[config.mk]
export PLATFORM = sky130hd
export DESIGN_NAME = rsws_prio
export DESIGN_NICKNAME = d
export VERILOG_FILES = /design/src/hw/rtl/rsws_pkg.sv /design/src/hw/rtl/rsws_prio.sv
export SDC_FILE = /design/constraint.sdc
export NUM_CORES = 1
export LEC_CHECK = 0
export ABC_AREA = 1
export BUFFER_PORTS_ARGS = -buffer_cell sky130_fd_sc_hd__buf_2
export CAP_MARGIN = 20
export CELL_PAD_IN_SITES_DETAIL_PLACEMENT = 1
export CELL_PAD_IN_SITES_GLOBAL_PLACEMENT = 2
export CORE_ASPECT_RATIO = 1.1
export CORE_UTILIZATION = 12
export DETAILED_ROUTE_END_ITERATION = 8
export PLACE_DENSITY_LB_ADDON = 0.1
export SLEW_MARGIN = 20
export SYNTH_ARGS = -nofsm -noshare
export SYNTH_HDL_FRONTEND = slang
export SYNTH_SLANG_ARGS = --single-unit
[constraint.sdc]
create_clock -name vclk -period 2.5
set_input_delay 0.125 -clock vclk [all_inputs]
set_output_delay 0.125 -clock vclk [all_outputs]
set_load 0.05 [all_outputs]
[src/hw/rtl/rsws_pkg.sv]
// Shared types, constants and helpers for the reservation station wakeup/select block.
// No dependencies; every other file in hw/rtl refers to this package by scoped names.

package rsws_pkg;

  // Default configuration and fixed field widths
  localparam int unsigned EntriesDef  = 32;
  localparam int unsigned TagBitsDef  = 8;
  localparam int unsigned KindBitsDef = 5;
  localparam int unsigned DataW       = 32;
  localparam int unsigned OccW        = 6;
  localparam int unsigned ModeW       = 2;

  // Request modes; the unused code behaves as a plain tick
  typedef enum logic [ModeW-1:0] {
    MODE_TICK   = 2'd0,
    MODE_APPEND = 2'd1,
    MODE_FLUSH  = 2'd2
  } mode_e;

  // One result broadcast, tag already zero-extended to operand width
  typedef struct packed {
    logic             valid;
    logic [DataW-1:0] tag;
    logic [DataW-1:0] value;
  } bus_t;

  // One source operand: a value when ready, else the producer tag
  typedef struct packed {
    logic             rdy;
    logic [DataW-1:0] value;
  } operand_t;

  // Capture a broadcast value into a pending operand whose tag matches
  function automatic operand_t wake(operand_t op, bus_t bus);
    operand_t res;
    res = op;
    if (!op.rdy && bus.valid && (op.value == bus.tag)) begin
      res.rdy   = 1'b1;
      res.value = bus.value;
    end
    return res;
  endfunction

endpackage

[src/hw/rtl/rsws_prio.sv]
// Fixed-priority picker: one-hot grant of the lowest set request bit.
// Depends on rsws_pkg only for the default of its WIDTH parameter.

module rsws_prio #(
  parameter int unsigned WIDTH = rsws_pkg::EntriesDef
) (
  input  logic [WIDTH-1:0] req_i,
  output logic [WIDTH-1:0] gnt_o,
  output logic             any_o
);

  // Grant the lowest request, mask everything above it
  always_comb begin
    logic found;
    found = 1'b0;
    gnt_o = '0;
    for (int unsigned i = 0; i < WIDTH; i++) begin
      if (req_i[i] && !found) begin
        gnt_o[i] = 1'b1;
        found    = 1'b1;
      end
    end
    any_o = found;
  end

endmodule

==> results.cfg <==
[sta]
period_share_pct = 96.21
finalCriticalPeriod_ps = 2405
fin_ws_ps = 94.68
hold_violations = 0
timing.fmax_ghz = 0.4157
worst_pin_slew_ps = 261.8
setup_viol = 0
rsz0062_at_grt = yes
final_max_slew_viol_count = 0
relSlewSlack_pct = 82.67
fin_tns_setup_ps = 0

[cells_and_area]
seq_area_sq_um = 0
multi_input_area_sq_um = 385.4
insertedDiodeCount = 0
nets = 204
drive_above_1_share_pct = 58.82
final_cells = 222
layout_common_cells = buf_2 (56), inv_1 (37), nor2_1 (22)
seq_cells = 0
fin_area_sq_um = 1057
clkbuf_count = 0
final_common_cell = buf_2
area_delta_synth_final_pct = 115.0
fill_cells = 524

[synthesis]
seq_area_frac_synth_pct = 0
synth_top_area_cell = inv_1
synth_top_area_share_pct = 29.77
ys_top_cells_by_area = inv_1 (30%), nor2_1 (18%), nand4_2 (13%)
ys_warn_count = 0
syn_inst = 95
synthesis.nets = 127
syn-cell-area_sq_um = 491.7
yosysUniqueCellTypes = 12
syn_area_per_cell_sq_um = 5.176

[detailed_routing]
drt_iter0_markers = 2
ant_nets = 0
drc = 0
highest_layer = met4
vias = 839
drt-total-wl_mm = 1.987
firstDrtPassIters = 3
wl_per_cell_um = 8.950
drt-met1-wl_um = 680
wl_met2_mm = 1.108
vias_per_cell = 3.779
dr_wl_met3_um = 179

[worst_setup_path]
cp_cell_sequence = buf_8, nor2_4, nand4_4, nor2_4, nand4_2, nor2_2, nand4_2, nor2_2, nand4_2, nor2_2, nand4_2, nor2_4, nand4_4, nor2_4, nand3_2, nor2_4, nand3_2, nor2_2, buf_6
crit_start = req_i[0]
crit_path_end_kind = primary output
crit_slowest_cell = buf_6
critPathMostFrequentCell = nor2_4
cp_data_required_time_ps = 2380
worstPathMaxFanout = 2
crit_path_start_kind = input port
crit_arrival_ps = 2280
worstSetupPathType = input port to primary output
slowest_delay_ps = 160

[floorplan]
floorplan.initialDensity_pct = 12.50
dieArea_sq_um = 4358
rows = 24
die_x_um = 63.04
pin_count = 65
die-height_um = 69.14
coreArea_sq_um = 3934

[power]
vdd_drop_max_mv = 0.01811
power_leakage_nw = 0.6337
power-per-cell-area_nw_per_um2 = 81.08

[placement]
io_buffer_count = 65
pre_cts_slack_ps = -105.3
dp.cells = 220
place_area_sq_um = 963.4
place_congestion = 0.6877
dp_hpwl_mm = 1.807

[grt]
overflow = 0
grt_max_degree = 5
grt_pass1_wl_mm = 3.263
grt_pass1_vias = 814
track_usage_pct = 8.573
antenna_found_initial = 0

[hold_path]
hp-start = req_i[29]
holdPathStages = 3
hp-class = input port to primary output

[outcome]
outcome = complete, no violations

[run]
maxCapViolCount = 0
report_power, final:
part | switching (mW) | internal, mW
Sequential | 0 | 0
Combinational | 0.0525 | 0.0332
Clock | 0 | 0
layout make-up:
type	count	share of cell area [%]
Inverter	39	13.85
Multi-Input combinational cell	55	36.45
Tap cell	52	6.154
Timing Repair Buffer	76	43.55
final timing paths:
path                    end  slack (ps)
hold / removal    gnt_o[30]         530
setup / recovery  gnt_o[31]          90
synthesized netlist by cell type, drive strengths merged:
cell type,count
nor2,32
nor4,3
inv,39
nand3,4
buf,1
nand4,8
nor3,8
routing by layer:
layer	global-route usage (%)	vias to the layer above
met5	0	-
met4	0.7752	0
met3	1.656	2
met2	17.32	35
met1	9.127	371
li1	-	431
worst max-delay path, delay by kind of cell:
family	cells	cell delay (ps)
buf+inv	2	260
simple gates	17	1900
through the flow:
stage                     total power [mW]  hold slack, ps  utilization, %
after floorplan                    0.03614           352.0               -
after global placement             0.07754           574.9           24.49
after detailed placement           0.07981           577.8           24.49
after CTS                          0.08225           567.0           25.19
after global routing               0.09475           551.1           26.88
final                              0.08572           533.0           26.88
logic make-up (layout without fill, tap and decap cells):
group / count (synthesis) / in the layout / synth area share [%]
buffers and inverters: 40 / 115 / 31.30
and+or+nand+nor: 55 / 55 / 68.70
repair_timing:
action | in CTS | in global routing
resized for setup | 8 | 15
setup endpoints to repair | 5 | 8
buffers inserted | 0 | 2
hold buffers | 0 | 0
Power figures use the tool's default switching activity.
