--- src/hw/rtl/rsws_pkg.sv ---
// Shared types, constants and helpers for the reservation station wakeup/select block.
// No dependencies; every other file in hw/rtl refers to this package by scoped names.

package rsws_pkg;

  // Default configuration and fixed field widths
  localparam int unsigned EntriesDef  = 32;
  localparam int unsigned TagBitsDef  = 8;
  localparam int unsigned KindBitsDef = 5;
  localparam int unsigned DataW       = 32;
  localparam int unsigned OccW        = 6;
  localparam int unsigned ModeW       = 2;

  // Request modes; the unused code behaves as a plain tick
  typedef enum logic [ModeW-1:0] {
    MODE_TICK   = 2'd0,
    MODE_APPEND = 2'd1,
    MODE_FLUSH  = 2'd2
  } mode_e;

  // One result broadcast, tag already zero-extended to operand width
  typedef struct packed {
    logic             valid;
    logic [DataW-1:0] tag;
    logic [DataW-1:0] value;
  } bus_t;

  // One source operand: a value when ready, else the producer tag
  typedef struct packed {
    logic             rdy;
    logic [DataW-1:0] value;
  } operand_t;

  // Capture a broadcast value into a pending operand whose tag matches
  function automatic operand_t wake(operand_t op, bus_t bus);
    operand_t res;
    res = op;
    if (!op.rdy && bus.valid && (op.value == bus.tag)) begin
      res.rdy   = 1'b1;
      res.value = bus.value;
    end
    return res;
  endfunction

endpackage

--- src/hw/rtl/rsws_entry.sv ---
// One reservation station entry: append write, two-bus wakeup and issue release.
// Depends on rsws_pkg for the operand and broadcast types and the wakeup helper.

module rsws_entry #(
  parameter int unsigned KIND_BITS = rsws_pkg::KindBitsDef,
  parameter int unsigned TAG_BITS  = rsws_pkg::TagBitsDef
) (
  input  logic                          clk_i,
  input  logic                          rst_ni,
  input  logic                          step_i,
  input  logic                          flush_i,
  input  logic                          alloc_i,
  input  logic                          issue_i,
  input  logic [KIND_BITS-1:0]          new_kind_i,
  input  logic [TAG_BITS-1:0]           new_dest_i,
  input  rsws_pkg::operand_t            new_a_i,
  input  rsws_pkg::operand_t            new_b_i,
  input  rsws_pkg::bus_t                bus1_i,
  input  rsws_pkg::bus_t                bus2_i,
  output logic                          busy_o,
  output logic                          ready_o,
  output logic [KIND_BITS-1:0]          kind_o,
  output logic [TAG_BITS-1:0]           dest_o,
  output logic [rsws_pkg::DataW-1:0]    a_o,
  output logic [rsws_pkg::DataW-1:0]    b_o
);

  logic                 busy_q, busy_d;
  logic [KIND_BITS-1:0] kind_q, kind_d;
  logic [TAG_BITS-1:0]  dest_q, dest_d;
  rsws_pkg::operand_t   a_q, a_d;
  rsws_pkg::operand_t   b_q, b_d;
  logic                 busy_now;

  // Merge the append, then apply bus 1 followed by bus 2
  always_comb begin
    busy_now = busy_q | alloc_i;
    kind_d   = alloc_i ? new_kind_i : kind_q;
    dest_d   = alloc_i ? new_dest_i : dest_q;
    a_d      = rsws_pkg::wake(rsws_pkg::wake(alloc_i ? new_a_i : a_q, bus1_i), bus2_i);
    b_d      = rsws_pkg::wake(rsws_pkg::wake(alloc_i ? new_b_i : b_q, bus1_i), bus2_i);
    busy_d   = busy_now & ~issue_i;
  end

  // Report the woken-up view to the selector
  assign busy_o  = busy_q;
  assign ready_o = busy_now & a_d.rdy & b_d.rdy;
  assign kind_o  = kind_d;
  assign dest_o  = dest_d;
  assign a_o     = a_d.value;
  assign b_o     = b_d.value;

  // Occupancy flag: clear on flush, advance on every other request
  always_ff @(posedge clk_i or negedge rst_ni) begin
    if (!rst_ni) begin
      busy_q <= 1'b0;
    end else if (flush_i) begin
      busy_q <= 1'b0;
    end else if (step_i) begin
      busy_q <= busy_d;
    end
  end

  // Payload: hold unless a request steps the station
  always_ff @(posedge clk_i) begin
    if (step_i) begin
      kind_q <= kind_d;
      dest_q <= dest_d;
      a_q    <= a_d;
      b_q    <= b_d;
    end
  end

endmodule

--- config.mk ---
export PLATFORM = sky130hd
export DESIGN_NAME = rsws_entry
export DESIGN_NICKNAME = d
export VERILOG_FILES = /design/src/hw/rtl/rsws_pkg.sv /design/src/hw/rtl/rsws_entry.sv
export SDC_FILE = /design/constraint.sdc
export NUM_CORES = 1
export LEC_CHECK = 0
export BUFFER_PORTS_ARGS = -buffer_cell sky130_fd_sc_hd__buf_4
export CELL_PAD_IN_SITES_DETAIL_PLACEMENT = 1
export CELL_PAD_IN_SITES_GLOBAL_PLACEMENT = 1
export CORE_AREA = 10 10 169 140
export CTS_CLUSTER_SIZE = 10
export DETAILED_ROUTE_END_ITERATION = 10
export DIE_AREA = 0 0 179 150
export HOLD_SLACK_MARGIN = 0.06
export PLACE_DENSITY_LB_ADDON = 0.3
export REMOVE_ABC_BUFFERS = 1
export SKIP_CTS_REPAIR_TIMING = 1
export SYNTH_ARGS = -nofsm -noshare
export SYNTH_HDL_FRONTEND = slang
export SYNTH_SLANG_ARGS = --single-unit
--- constraint.sdc ---
create_clock -name clk_i -period 5.9 [get_ports clk_i]
set_input_delay 0.59 -clock clk_i [delete_from_list [all_inputs] [get_ports clk_i]]
set_output_delay 0.59 -clock clk_i [all_outputs]
set_load 0.005 [all_outputs]
==> insert_results.sql <==
INSERT INTO impl_metrics (metric_group, metric, value, unit) VALUES
('status', 'status', 'completed', ''),
('clocking', 'cts-htree-levels', '3', ''),
('global_routing', 'number_of_global_route_vias_before_repair', '7216', ''),
('synth', 'synth_commonest_cells', '83 x xnor2_1, 79 x edfxtp_1, 76 x mux2i_1', ''),
('clocking', 'cts_tree', 'built', ''),
('global_routing', 'largest_net_degree_at_the_start_of_global_routing', '46', ''),
('power', 'internal_power', '1.419', 'mW'),
('clocking', 'clk_latency', '0.36', 'ns'),
('final_layout', 'num_antenna_cells', '0', ''),
('synth', 'postSynthAreaPerCell', '10.21', 'µm²'),
('clocking', 'cts.path.max_buffers', '2', ''),
('placement', 'port_buffers', '293', ''),
('critical_path', 'worst-endpoint-required', '5.31', 'ns'),
('global_routing', 'grt_antenna_before_repair', '1', ''),
('synth', 'yosys.cell_types.count', '45', ''),
('floorplan', 'core_area', '20290', 'µm²'),
('power', 'share_clk_of_total_power', '0.348', ''),
('detailed_routing', 'drt-pass1-iter-count', '5', ''),
('final_layout', 'multiInputGateArea', '4410', 'µm²'),
('global_routing', 'wire_length_of_the_first_global_routing_pass', '46330', 'µm'),
('critical_path', 'critical_path.max_fanout', '21', ''),
('power', 'switching_portion_of_total_power', '0.2927', ''),
('sta', 'final_max_slew_viol_count', '0', ''),
('critical_path', 'path_cells', 'buf_4 -> buf_4 -> mux2i_1 -> xnor2_1 -> nor4_1 -> nand2_1 -> or3_2 -> buf_4 -> or3_1 -> o2111ai_1 -> nand4_1 -> nor4_2 -> nand4_4 -> buf_4 -> mux2_4 -> buf_4', ''),
('detailed_routing', 'post_drt_via_cell_ratio', '5.309', ''),
('global_routing', 'gr-usage-all-layers', '0.2312', ''),
('floorplan', 'initial_utilization', '0.3730', ''),
('synth', 'asyncSetResetFlopFracSynth', '0.01250', ''),
('final_layout', 'nFillCells', '2316', ''),
('critical_path', 'path_common_cell', 'buf_4', ''),
('synth', 'netlist.area_leader.share', '0.3134', ''),
('floorplan', 'die_y', '150', 'µm'),
('final_layout', 'drive_above_1_share', '0.4356', ''),
('critical_path', 'ff2ff_path_depth', '14', ''),
('sta', 'timing.slew.headroom', '0.5615', ''),
('synth', 'netlist_instances', '741', ''),
('final_layout', 'nNetsFinal', '1188', ''),
('critical_path', 'endpoint_kind', 'output port', ''),
('placement', 'place_congestion', '0.8515', ''),
('synth', 'synth_top_cells_by_area', 'edfxtp_1 31%, mux2i_1 10%, xnor2_1 9.6%', ''),
('sta', 'setup_violators_final', '0', ''),
('synth', 'post-synth-top-area-cell', 'edfxtp_1', ''),
('synth', 'synth-seq-area-share', '0.3167', ''),
('critical_path', 'critical_setup_path_class', 'input pin to output port', ''),
('synth', 'ys_seq_elements', '80', ''),
('floorplan', 'fp-row-count', '47', ''),
('power', 'power_density', '200.0', 'nW/µm²'),
('sta', 'tns', '0', 'ns'),
('detailed_routing', 'drt_wl_total', '32080', 'µm'),
('clocking', 'cts.reportedPaths.clkPinSlew', '0.07', 'ns'),
('clocking', 'cts_sinks', '80', ''),
('final_layout', 'ff_latch_area', '2397', 'µm²'),
('sta', 'final.setup_skew', '0.008902', 'ns'),
('detailed_routing', 'drc_violation_count_after_routing', '0', ''),
('floorplan', 'die_area', '26850', 'µm²'),
('power', 'netSwitchingPower', '587.3', 'µW'),
('synth', 'synth_enable_flop_cells', '79', ''),
('detailed_routing', 'number_of_nets_with_antenna_violations_after_detailed_routing', '0', ''),
('synth', 'netlist_area', '7569', 'µm²'),
('power', 'leakagePower', '4.435', 'nW'),
('power', 'seqPwrFrac', '0.343', ''),
('global_routing', 'grt_overflow', '0', ''),
('sta', 'post-route-min-period', '5.631', 'ns'),
('hold_path', 'hold-path-cell-count', '2', ''),
('synth', 'ys_warn_count', '0', ''),
('placement', 'post_dp_cell_area', '9658', 'µm²'),
('sta', 'fmax', '0.1776', 'GHz'),
('critical_path', 'slowest_stage_cell_cp', 'or3_2', ''),
('detailed_routing', 'detailedRoute.firstIterationViolations', '304', ''),
('job', 'reported_max_cap_violation_count', '0', ''),
('clocking', 'numCtsBuffers', '9', '');
## metal layers
| metal | vias to the layer above | wire, µm | global-route usage | share of wire |
|---|---|---|---|---|
| met1 | 3213 | 14010 | 0.2941 | 0.44 |
| met4 | 2 | 376 | 0.04251 | 0.012 |
| met5 | - | 13 | 0 | 0.00041 |
| met3 | 26 | 2923 | 0.08310 | 0.091 |
| li1 | 3123 | - | - | - |
| met2 | 256 | 14760 | 0.3713 | 0.46 |
## power groups by stage
stage / sequential (mW) / combinational, mW / clock [mW]
after floorplan: 0.695 / 0.278 / 0
after CTS: 0.688 / 0.624 / 0.713
final: 0.688 / 0.620 / 0.699
after detailed placement: 0.701 / 0.620 / 0
after global routing: 0.692 / 0.670 / 0.726
after global placement: 0.698 / 0.612 / 0
## sequential cells by signal, indices dropped and copies added, names as in the netlist
register  flops
busy_o        1
dest_q        8
b_q          33
a_q          33
kind_q        5
## path summary, 6_finish.rpt
| kind | start | to | slack (ns) |
|---|---|---|---|
| min in group asynchronous | rst_ni | busy_o | 0.55 |
| setup reg to reg | a_q[27] | a_q[30] | 1.50 |
| max in group asynchronous | rst_ni | busy_o | 5.27 |
| setup / recovery | alloc_i | b_o[25] | 0.27 |
| hold reg to reg | dest_q[4] | dest_q[4] | 0.58 |
| hold / removal | flush_i | busy_o | 0.38 |
## final cells by class
type	instances	share of cell area
clock buffers	9	0.02245
clock inverters	7	0.01247
inverters	18	0.006735
multi-input cells	542	0.4396
flip-flops and latches	80	0.2390
well taps	269	0.03355
repair buffers	322	0.2462
## through the flow
step	hold WS, ns	power, mW	utilization	std cells	setup WS [ns]
2_1_floorplan	0.2944	0.9738	-	640	-0.3295
5_1_grt	0.3739	2.087	0.4945	1247	0.04187
4_1_cts	-0.01675	2.025	0.4933	1246	0.1286
3_5_place_dp	0.3682	1.321	0.4760	1230	0.1521
3_3_place_gp	0.3657	1.310	0.4760	1230	0.2216
6_report	0.3798	2.007	0.4945	1247	0.2692
## kinds of logic (layout without fill, tap and decap cells)
logic type | after synthesis | after routing | share of synthesized area
XOR/XNOR | 105 | 105 | 0.1215
AND/OR/NAND/NOR | 188 | 188 | 0.1374
multiplexers | 150 | 150 | 0.2334
buffers and inverters | 119 | 356 | 0.1050
flip-flops | 80 | 80 | 0.3167
AO/OA/AOI/OAI | 99 | 99 | 0.08596
## worst max-delay path, delay by kind of cell
family	cells	cell delay [ns]
AO/OA/AOI/OAI	1	0.17
AND/OR/NAND/NOR	7	2.11
buffers and inverters	5	1.18
XOR/XNOR	1	0.19
multiplexers	2	0.75
## cell usage in the layout (no fill, tap or decap), drive strengths merged, types with 14 or more instances in the layout
cell type	synthesis	routed
buf	89	321
xnor2	83	83
edfxtp	79	79
mux2i	79	79
mux2	71	71
nor2	60	60
a21oi	50	50
nor4	48	48
nor2b	24	24
xor2	22	22
nand2	21	21
inv	18	21
a211oi	17	17
o32a	14	14
Power figures use the tool's default switching activity.
